### src/kftl_pkg.sv
package kftl_pkg;

    // stream payload widths
    localparam int IN_TDATA_W  = 168;
    localparam int OUT_TDATA_W = 96;
    localparam int COMP_W      = 32;
    localparam int FRAC_W      = 16;

    // item kinds carried on s_tuser
    localparam logic KIND_WRITE = 1'b0;
    localparam logic KIND_QUERY = 1'b1;

    // sequencer states
    typedef enum logic [6:0] {
        ST_IDLE   = 7'b0000001,
        ST_SEARCH = 7'b0000010,
        ST_DIV    = 7'b0000100,
        ST_MUL    = 7'b0001000,
        ST_FETCH  = 7'b0010000,
        ST_LOAD   = 7'b0100000,
        ST_OUT    = 7'b1000000
    } kftl_state_t;

endpackage

### src/keyframe_track_lerp.sv
// Keyframe track with linear interpolation.
// Input stream (s_*): s_tuser selects the transfer kind. A write transfer stores
// key_time and key_x/y/z in slot key_index (slots at or above KEYS are dropped)
// and yields no result. A query transfer evaluates the track at query_time and
// yields one result on m_* (x, y, z in Q16.16, m_tuser flags a clamped query).
// cfg_we/cfg_wdata set the key count; write it only while the block is idle.
// A write is stored as it is accepted and leaves the sequencer idle. A query with
// one key goes through fetch, load and out. Otherwise the key times are scanned
// one per cycle from the time memory; an in-range query then runs a restoring
// divide for the Q0.16 factor, then goes through one shared 33x17 multiplier for
// the three components. Clamped queries go from the scan through fetch, load and
// out.
// s_tready is high only while the sequencer is idle. The result sits in an output
// register, so a new item is accepted while m_tvalid waits on m_tready; a finished
// query holds in its last step until that register frees up.
// Reset clears the sequencer, the output valid and sets the key count to 1; the
// key memories keep their contents and must be written before use.
module keyframe_track_lerp
    import kftl_pkg::*;
#(
    parameter int KEYS = 16
)
(
    input  logic                   clk,
    input  logic                   rst_n,
    // configuration: num_keys
    input  logic                   cfg_we,
    input  logic [4:0]             cfg_wdata,
    // input stream
    input  logic                   s_tvalid,
    output logic                   s_tready,
    // key_index[3:0], key_time[35:4], key_x[67:36], key_y[99:68], key_z[131:100],
    // query_time[163:132], zero fill [167:164]
    input  logic [IN_TDATA_W-1:0]  s_tdata,
    // kind[0]
    input  logic                   s_tuser,
    // output stream
    output logic                   m_tvalid,
    input  logic                   m_tready,
    // out_x[31:0], out_y[63:32], out_z[95:64]
    output logic [OUT_TDATA_W-1:0] m_tdata,
    // out_of_range[0]
    output logic                   m_tuser
);

    localparam int IW = $clog2(KEYS);
    localparam int NW = $clog2(KEYS + 1);

    // input fields
    logic [3:0]        in_key_index;
    logic [31:0]       in_key_time;
    logic [95:0]       in_key_value;
    logic [31:0]       in_query_time;

    assign in_key_index  = s_tdata[3:0];
    assign in_key_time   = s_tdata[35:4];
    assign in_key_value  = s_tdata[131:36];
    assign in_query_time = s_tdata[163:132];

    // key memories
    logic [31:0]       time_mem [KEYS];
    logic [95:0]       value_mem [KEYS];
    logic [31:0]       time_rd_reg;
    logic [95:0]       value_rd_reg;
    logic [IW-1:0]     t_addr;
    logic [IW-1:0]     v_addr;
    logic              mem_we;
    logic [IW-1:0]     mem_waddr;

    // control and datapath registers
    kftl_state_t       state_reg, state_next;
    logic [4:0]        num_keys_reg, num_keys_next;
    logic [NW-1:0]     n_reg, n_next;
    logic [31:0]       q_reg, q_next;
    logic [IW-1:0]     cnt_reg, cnt_next;
    logic [IW-1:0]     seg_reg, seg_next;
    logic [31:0]       prev_reg, prev_next;
    logic [31:0]       rem_reg, rem_next;
    logic [31:0]       delta_reg, delta_next;
    logic [15:0]       quo_reg, quo_next;
    logic [3:0]        div_cnt_reg, div_cnt_next;
    logic [2:0]        mul_cnt_reg, mul_cnt_next;
    logic [95:0]       a_reg, a_next;
    logic [95:0]       b_reg, b_next;
    logic signed [32:0] d_reg, d_next;
    logic signed [49:0] prod_reg, prod_next;
    logic [95:0]       res_reg, res_next;
    logic              oor_reg, oor_next;
    logic              m_valid_reg, m_valid_next;
    logic [95:0]       m_data_reg, m_data_next;
    logic              m_user_reg, m_user_next;

    // helpers
    logic              s_xfer;
    logic [NW-1:0]     n_eff;
    logic [NW-1:0]     cnt_ext;
    logic [32:0]       rem_dbl;
    logic [31:0]       a_sub, b_sub, a_res;
    logic [1:0]        res_idx;

    assign s_tready = (state_reg == ST_IDLE);
    assign s_xfer   = s_tvalid && s_tready;
    assign m_tvalid = m_valid_reg;
    assign m_tdata  = m_data_reg;
    assign m_tuser  = m_user_reg;

    // effective key count, 0 acts as 1 and large counts clamp to KEYS
    always_comb
    begin
        if (num_keys_reg == 5'd0)
            n_eff = NW'(1);
        else if (32'(num_keys_reg) > KEYS)
            n_eff = NW'(KEYS);
        else
            n_eff = NW'(num_keys_reg);
    end

    assign cnt_ext   = NW'(cnt_reg);
    assign mem_we    = s_xfer && (s_tuser == KIND_WRITE) && (32'(in_key_index) < KEYS);
    assign mem_waddr = IW'(in_key_index);

    // time read address: slot 0 on accept, then one ahead of the compare
    always_comb
    begin
        if (state_reg == ST_SEARCH && (cnt_ext + NW'(1)) < n_reg)
            t_addr = cnt_reg + IW'(1);
        else if (state_reg == ST_SEARCH)
            t_addr = cnt_reg;
        else
            t_addr = '0;
    end

    // value read address: start key, then end key during the divide
    always_comb
    begin
        if (state_reg == ST_DIV && div_cnt_reg != 4'd0)
            v_addr = seg_reg + IW'(1);
        else
            v_addr = seg_reg;
    end

    // key memories, one write and one registered read each
    always_ff @(posedge clk)
    begin
        if (mem_we)
        begin
            time_mem[mem_waddr]  <= in_key_time;
            value_mem[mem_waddr] <= in_key_value;
        end
        time_rd_reg  <= time_mem[t_addr];
        value_rd_reg <= value_mem[v_addr];
    end

    // component select for the subtract and the final add
    assign res_idx = 2'(mul_cnt_reg - 3'd2);

    always_comb
    begin
        case (mul_cnt_reg[1:0])
            2'd0:    begin a_sub = a_reg[31:0];  b_sub = b_reg[31:0];  end
            2'd1:    begin a_sub = a_reg[63:32]; b_sub = b_reg[63:32]; end
            2'd2:    begin a_sub = a_reg[95:64]; b_sub = b_reg[95:64]; end
            default: begin a_sub = '0;           b_sub = '0;           end
        endcase
    end

    always_comb
    begin
        case (res_idx)
            2'd0:    a_res = a_reg[31:0];
            2'd1:    a_res = a_reg[63:32];
            2'd2:    a_res = a_reg[95:64];
            default: a_res = '0;
        endcase
    end

    assign rem_dbl = {rem_reg, 1'b0};

    // sequencer and shared datapath
    always_comb
    begin
        state_next    = state_reg;
        num_keys_next = num_keys_reg;
        n_next        = n_reg;
        q_next        = q_reg;
        cnt_next      = cnt_reg;
        seg_next      = seg_reg;
        prev_next     = prev_reg;
        rem_next      = rem_reg;
        delta_next    = delta_reg;
        quo_next      = quo_reg;
        div_cnt_next  = div_cnt_reg;
        mul_cnt_next  = mul_cnt_reg;
        a_next        = a_reg;
        b_next        = b_reg;
        d_next        = d_reg;
        prod_next     = prod_reg;
        res_next      = res_reg;
        oor_next      = oor_reg;
        m_valid_next  = m_valid_reg;
        m_data_next   = m_data_reg;
        m_user_next   = m_user_reg;

        if (cfg_we)
            num_keys_next = cfg_wdata;

        // output register drains on a transfer
        if (m_valid_reg && m_tready)
            m_valid_next = 1'b0;

        case (state_reg)
            ST_IDLE:
            begin
                if (s_xfer && s_tuser == KIND_QUERY)
                begin
                    n_next   = n_eff;
                    q_next   = in_query_time;
                    cnt_next = '0;
                    seg_next = '0;
                    oor_next = 1'b0;
                    if (n_eff == NW'(1))
                        state_next = ST_FETCH;
                    else
                        state_next = ST_SEARCH;
                end
            end
            ST_SEARCH:
            begin
                // time_rd_reg holds the time of key cnt
                prev_next = time_rd_reg;
                if (cnt_reg == '0 && q_reg < time_rd_reg)
                begin
                    // before the first key
                    seg_next   = '0;
                    oor_next   = 1'b1;
                    state_next = ST_FETCH;
                end
                else if (cnt_reg != '0 && q_reg < time_rd_reg)
                begin
                    // segment found, start the factor divide
                    seg_next     = cnt_reg - IW'(1);
                    rem_next     = q_reg - prev_reg;
                    delta_next   = time_rd_reg - prev_reg;
                    quo_next     = '0;
                    div_cnt_next = '0;
                    state_next   = ST_DIV;
                end
                else if (cnt_ext == n_reg - NW'(1))
                begin
                    // at or past the last key
                    seg_next   = cnt_reg;
                    oor_next   = (q_reg > time_rd_reg);
                    state_next = ST_FETCH;
                end
                else
                begin
                    cnt_next = cnt_reg + IW'(1);
                end
            end
            ST_DIV:
            begin
                // one restoring step per cycle
                if (rem_dbl >= {1'b0, delta_reg})
                begin
                    rem_next = 32'(rem_dbl - {1'b0, delta_reg});
                    quo_next = {quo_reg[14:0], 1'b1};
                end
                else
                begin
                    rem_next = rem_dbl[31:0];
                    quo_next = {quo_reg[14:0], 1'b0};
                end
                // pick up both end values while dividing
                if (div_cnt_reg == 4'd1)
                    a_next = value_rd_reg;
                if (div_cnt_reg == 4'd2)
                    b_next = value_rd_reg;
                div_cnt_next = div_cnt_reg + 4'd1;
                if (div_cnt_reg == 4'd15)
                begin
                    mul_cnt_next = '0;
                    state_next   = ST_MUL;
                end
            end
            ST_MUL:
            begin
                // subtract, multiply, add: three stages over the components
                if (mul_cnt_reg < 3'd3)
                    d_next = $signed({b_sub[31], b_sub}) - $signed({a_sub[31], a_sub});
                if (mul_cnt_reg >= 3'd1 && mul_cnt_reg <= 3'd3)
                    prod_next = d_reg * $signed({1'b0, quo_reg});
                if (mul_cnt_reg >= 3'd2)
                    res_next[32*res_idx +: 32] = a_res + prod_reg[47:16];
                mul_cnt_next = mul_cnt_reg + 3'd1;
                if (mul_cnt_reg == 3'd4)
                    state_next = ST_OUT;
            end
            ST_FETCH:
            begin
                // value read of key seg is in flight
                state_next = ST_LOAD;
            end
            ST_LOAD:
            begin
                res_next   = value_rd_reg;
                state_next = ST_OUT;
            end
            ST_OUT:
            begin
                if (!m_valid_reg || m_tready)
                begin
                    m_valid_next = 1'b1;
                    m_data_next  = res_reg;
                    m_user_next  = oor_reg;
                    state_next   = ST_IDLE;
                end
            end
            default:
            begin
                state_next = ST_IDLE;
            end
        endcase
    end

    // register update
    always_ff @(posedge clk or negedge rst_n)
    begin
        if (!rst_n)
        begin
            state_reg    <= ST_IDLE;
            num_keys_reg <= 5'd1;
            m_valid_reg  <= 1'b0;
        end
        else
        begin
            state_reg    <= state_next;
            num_keys_reg <= num_keys_next;
            m_valid_reg  <= m_valid_next;
        end
    end

    // payload registers
    always_ff @(posedge clk)
    begin
        n_reg       <= n_next;
        q_reg       <= q_next;
        cnt_reg     <= cnt_next;
        seg_reg     <= seg_next;
        prev_reg    <= prev_next;
        rem_reg     <= rem_next;
        delta_reg   <= delta_next;
        quo_reg     <= quo_next;
        div_cnt_reg <= div_cnt_next;
        mul_cnt_reg <= mul_cnt_next;
        a_reg       <= a_next;
        b_reg       <= b_next;
        d_reg       <= d_next;
        prod_reg    <= prod_next;
        res_reg     <= res_next;
        oor_reg     <= oor_next;
        m_data_reg  <= m_data_next;
        m_user_reg  <= m_user_next;
    end

endmodule

### config.mk
export PLATFORM = sky130hd
export DESIGN_NAME = keyframe_track_lerp
export DESIGN_NICKNAME = d
export VERILOG_FILES = /design/src/kftl_pkg.sv /design/src/keyframe_track_lerp.sv
export SDC_FILE = /design/constraint.sdc
export NUM_CORES = 2
export LEC_CHECK = 0
export BUFFER_PORTS_ARGS = -buffer_cell sky130_fd_sc_hd__buf_2
export CAP_MARGIN = 20
export CORE_UTILIZATION = 55
export DETAILED_ROUTE_END_ITERATION = 16
export PLACE_DENSITY_LB_ADDON = 0.2
export SLEW_MARGIN = 20
export SYNTH_ARGS = -nofsm -noshare
export SYNTH_HDL_FRONTEND = slang
export SYNTH_SLANG_ARGS = --single-unit
### constraint.sdc
create_clock -name clk -period 13.4 [get_ports clk]
set_input_delay 2.68 -clock clk [delete_from_list [all_inputs] [get_ports clk]]
set_output_delay 2.68 -clock clk [all_outputs]
set_load 0.01 [all_outputs]
# After elaboration in Yosys (flattened, before gate mapping)
# Memories as Yosys holds them, arrays and structs flattened. A register that Yosys moved wholly into a read port is not among the register bits.
# Index checks and enable logic that the tools add are counted.
totals:
  ff_bits: 644
  elab_cells: 167
  memories: 2
  ramBits: 2048
op_classes:
  n_eq_ne: 29
  n_reduce_logical: 35
  mul: 1
  shift: 2
  bitwise_logic: 2
  n_lt_le_gt_ge: 9
  mux: 52
  add_sub_neg: 14
memory_table:
  columns: ["name", "words", "word_bits", "read_ports", "rd_clocked_by_memory_dff", "wr", "line", "rtl"]
  rows:
  - ["value_mem", 16, 96, 1, 1, 1, "keyframe_track_lerp.sv:62", "logic [95:0] value_mem [KEYS];"]
  - ["time_mem", 16, 32, 1, 1, 1, "keyframe_track_lerp.sv:61", "logic [31:0] time_mem [KEYS];"]
ops:
  columns: ["op", "count"]
  rows:
  - ["32-bit one-hot mux with 3 select lines", 3]
  - ["96-bit one-hot mux with 2 select lines", 1]
  - ["96-bit bitwise mux", 1]
  - ["32-bit 2-to-1 mux", 3]
  - ["96-bit 2-to-1 mux", 1]
  - ["32-bit by 34-bit variable shift with 96-bit output (first input constant)", 1]
  - ["32-bit by 34-bit indexed part select with 96-bit output", 1]
  - ["32-bit subtractor", 3]
  - ["32-bit one-hot mux with 2 select lines", 1]
  - ["7-bit 2-to-1 mux", 7]
  - ["7-bit one-hot mux with 7 select lines", 1]
  - ["33-bit by 17-bit multiplier with 48-bit output", 1]
  - ["4-bit 2-to-1 mux", 12]
  - ["7-bit negation with 34-bit output", 1]
  - ["33-bit by 32-bit >= comparator with 1-bit output", 1]
  - ["32-bit by 32-bit subtractor with 33-bit output", 1]
  - ["32-bit adder", 1]
  - ["32-bit > comparator", 1]
  - ["32-bit < comparator", 1]
  - ["16-bit 2-to-1 mux", 2]
  - ["16-bit one-hot mux with 2 select lines", 1]
  - ["4-bit one-hot mux with 2 select lines", 3]
  - ["2-bit AND reduction", 8]
  - ["5-bit 2-to-1 mux", 3]
  - ["other kinds (48)", 85]

# Depth between registers and ports, before layout
depth:
  depth_word: 8
  mapped_depth: 26
  mapped_depth_nobuf: 25

# Worst setup path after synthesis
# No wires, ideal clock.
synth_timing:
  kind: "input to register"
  startpoint: "input s_tuser"
  endpoint: "memory time_mem[0][0] (enable)"
  path_buffers: 0
  cell_stages: 3
  t_required_ns: 12.626
  setup_slack_ns: 0.779
  setup_time_ns: 0.774
  t_arrival_ns: 11.847
  path_cell_list: "nand3b_1 -> or3_1 -> nor3_1"
synth_between:
  elab_chain_cells: 4
synth_rtl:
  columns: ["item", "line", "rtl"]
  rows:
  - ["start, declared", "keyframe_track_lerp.sv:36", "input logic s_tuser,"]
  - ["1-bit inverter", "keyframe_track_lerp.sv:119", "assign mem_we = s_xfer && (s_tuser == KIND_WRITE) && (32'(in_key_index) < KEYS);"]
  - ["1-bit logical AND", "keyframe_track_lerp.sv:119", null]
  - ["1-bit 2-to-1 mux", "keyframe_track_lerp.sv:145", "if (mem_we)"]
  - ["1-bit 2-to-1 mux (not written as such)", "keyframe_track_lerp.sv:147", "time_mem[mem_waddr] <= in_key_time;"]
  - ["end, declared", "keyframe_track_lerp.sv:61", null]
# No other way between the ends.

# Final worst setup path
layout_timing:
  startpoint: "register d_reg[10]"
  endpoint: "register prod_reg[41], data pin"
layout_between:
  elab_chain_cells: 1
layout_rtl:
  columns: ["item", "line", "rtl"]
  rows:
  - ["start, declared", "keyframe_track_lerp.sv:85", "logic signed [32:0] d_reg, d_next;"]
  - ["start signal, assigned", "keyframe_track_lerp.sv:357", "d_reg <= d_next;"]
  - ["33-bit by 17-bit multiplier with 48-bit output", "keyframe_track_lerp.sv:291", "prod_next = d_reg * $signed({1'b0, quo_reg});"]
  - ["end signal, assigned", "keyframe_track_lerp.sv:358", "prod_reg <= prod_next;"]
  - ["end, declared", "keyframe_track_lerp.sv:86", "logic signed [49:0] prod_reg, prod_next;"]
# No other way between the ends.
# A chain may end at the register's enable or synchronous reset.

==> flow_summary.yaml <==
detailed_routing:
  wl_um: 323000
  vias: 72200
  routedWlPerCell_um: 27.1
  dr.pass1.iters: 10
  drt-initial-drc-count: 7873
  ant_nets: 0
  viasPerCell: 6.07
  drcViolationCount: 0
yosys:
  synth.cell_area_mm2: 0.129
  synthMuxAreaShare_pct: 8.55
  synth_top_family_by_area: "adder cells"
  synth_simple_gate_area_share_pct: 6.36
  yosysWarnings: 0
  postSynthCellCount: 8201
  synth_compound_area_share_pct: 5.66
  synth_area_per_cell_um2: 15.8
  synth_fa_ha_area_share_pct: 10.8
  ys_types: 90
  syn_nets: 9196
  synth_edf_count: 2663
  async_reset_ff_share_pct: 0.464
  ys_seq_area_share_pct: 64.1
  ys_ff_latch: 2804
  synth-xor-area-share_pct: 1.26
  yosys_most_used_dff: "edfxtp_1"
timing:
  worst_pin_slew_ns: 1.30
  final.setup.tns_ns: 0
  drv_slew: 0
  post-route-period-util_pct: 56.7
  fin_crit_ns: 7.60
  skew_ns: 0.119
  rsz0062_at_grt: "false"
  hold_viol: 0
  relSlewSlack_pct: 13.3
  max_freq_mhz: 132
  worst_slack_ns: 5.80
  setup-violations-final: 0
global_routing:
  antenna_found_initial: 70
  grt_pass1_wl_um: 473000
  overflow: 0
  grtUsageMet2_pct: 43.2
  groute.layer.met1.usage_pct: 37.8
  grt_use_total_pct: 27.4
  grt_busiest_layer: "met2"
  grt_pass1_vias: 72300
  grtUsageMet3_pct: 4.79
  grt_max_degree: 171
placement:
  io_buffers: 273
  place.gp.congestion: 0.944
  place_ws_ns: 5.46
  dpl.hpwl_um: 197000
floorplanning:
  rows: 177
  core-area_mm2: 0.233
  ioPinCount: 278
  die_y_um: 487
  die_x_um: 487
  initial_core_util_pct: 55.4
  die-area_mm2: 0.237
critical_path:
  r2r-end: "prod_reg[41]"
  end_kind: "register"
  required_ns: 14.03
  path_buf_inv: 4
  worstPathCellList: "and2_1 -> fa_1 -> inv_1 -> fa_1 -> fa_1 -> fa_1 -> inv_1 -> fa_1 -> inv_1 -> fa_1 -> inv_1 -> ha_1 -> and4_1 -> nand2_1 -> o311ai_2 -> a41oi_1 -> o21a_2 -> o21ai_4 -> a31oi_4 -> o21bai_1 -> a21boi_1 -> xnor2_1"
  r2r-start: "d_reg[10]"
  path_max_fanout: 16
  crit_start: "d_reg[10]"
  reg2reg_slack_ns: 5.80
  rr_worst_depth: 22
  endpoint: "prod_reg[41]"
  cp_slowest_stage_delay_ns: 0.71
  path_common_cell: "fa_1"
  crit_slowest_cell: "o311ai_2"
  cp.depth: 22
  critPathLaunchType: "register"
  arrival_ns: 8.23
  cp_top_family: "adder cells"
  critical_path_class: "reg2reg"
hold_path:
  whs_path_depth: 0
  hp-class: "reg2reg"
job:
  maxCapViolations: 0
final_layout:
  nets: 9504
  multi_input_area_mm2: 0.0425
  largest_reg_flops: 1536
  final_cell_mix: "edfxtp_1 (2663), nand2_1 (852), inv_1 (736)"
  layout_commonest_cell: "edfxtp_1"
  regMostFlops: "value_mem"
  fillerInstances: 16600
  top_regs: "value_mem: 1536 flops, time_mem: 512 flops"
  drive_gt1_share_pct: 16.1
  area_delta_synth_final_pct: 11.4
  seqCellArea_mm2: 0.0829
cts:
  postCtsHoldBufs: 0
  post_cts_buffers: 0
  cts-buffers-inserted: 300
  tritoncts: "done"
  clkSlewWorstSetupHoldPaths_ns: 0.06
  clk_path_buf_depth: 4
  insertion_delay_ns: 0.98
  cts_max_level: 5
  cts-root-buf: "clkbuf_16"
  cts_resized: 0
  cts.sinks: 2804
run_status:
  outcome: "completed"
pwr:
  p_per_area_mw_per_mm2: 197
  leakage_nw: 51.8
  irDropWorstVdd_v: 0.000278
  total_power_w: 0.0283
cell families after synthesis:
logic type,after synthesis
DFF,2804
xor gates and xnor gates,186
buffers and inverters,1115
muxes,503
AOI/OAI and AO/OA,1020
and+or+nand+nor,1757
adders and majority gates,816
synthesized netlist by cell type, drive strengths merged (15+ instances only):
cell type	n	area (um^2)
o211ai	39	293
o21a	38	287
nor2	198	743
a31oi	48	330
a21o	103	773
inv	736	2760
a22o	73	639
mux4	480	10800
dfxtp	128	2560
nand3	118	591
o21bai	26	199
nor2b	43	269
nand2b	34	213
o221ai	32	280
a222oi	94	941
clkbuf	293	1100
fa	494	9890
nor3	47	245
buf	85	394
xnor2	131	1150
edfxtp	2663	80000
nand2	855	3210
ha	322	4030
a211oi	98	741
o21ai	147	751
a21oi	211	1060
and3	30	193
a311oi	35	313
nor4	15	100
or2	41	257
and2	327	2050
xor2	55	482
mux2i	15	150
area by class of cell:
class                      count  share of cell area, %
clock inverter               127                  0.955
inverter                     737                   1.92
sequential                  2804                   57.5
multi-input combinational   4282                   29.5
antenna                       31                 0.0539
clock buffer                 398                   5.67
tap                         3132                   2.72
timing repair buffer         384                   1.67
power by group:
part | internal, W | switching, W | leakage (nW)
logic | 0.00412 | 0.00535 | 22.0
registers | 0.0104 | 0.000370 | 25.2
clock network | 0.00476 | 0.00331 | 4.63
metal layers:
metal  share of wire, %  vias to the layer above
met5               0.11                        -
met2                 47                     3105
met3                7.8                      646
met1                 40                    37300
met4                4.6                       54
li1                   -                    31100
worst min path at each step:
stage,from,endpoint
after floorplan,res_reg[0],m_tdata[0]
after global placement,res_reg[15],m_tdata[15]
after detailed placement,res_reg[12],m_tdata[12]
after CTS,res_reg[73],m_tdata[73]
after global routing,res_reg[73],m_tdata[73]
final,res_reg[73],m_tdata[73]
through the flow:
stage	hold WS [ns]	cell area, um^2	std cells	util (%)
2_1_floorplan	0.400	129000	8201	-
3_3_place_gp	0.406	134000	11300	57.6
3_5_place_dp	0.405	134000	11300	57.6
4_1_cts	0.381	144000	11900	61.7
5_1_grt	0.388	144000	11900	61.7
6_report	0.378	144000	11900	61.8
(Power assumes the default switching activity.)
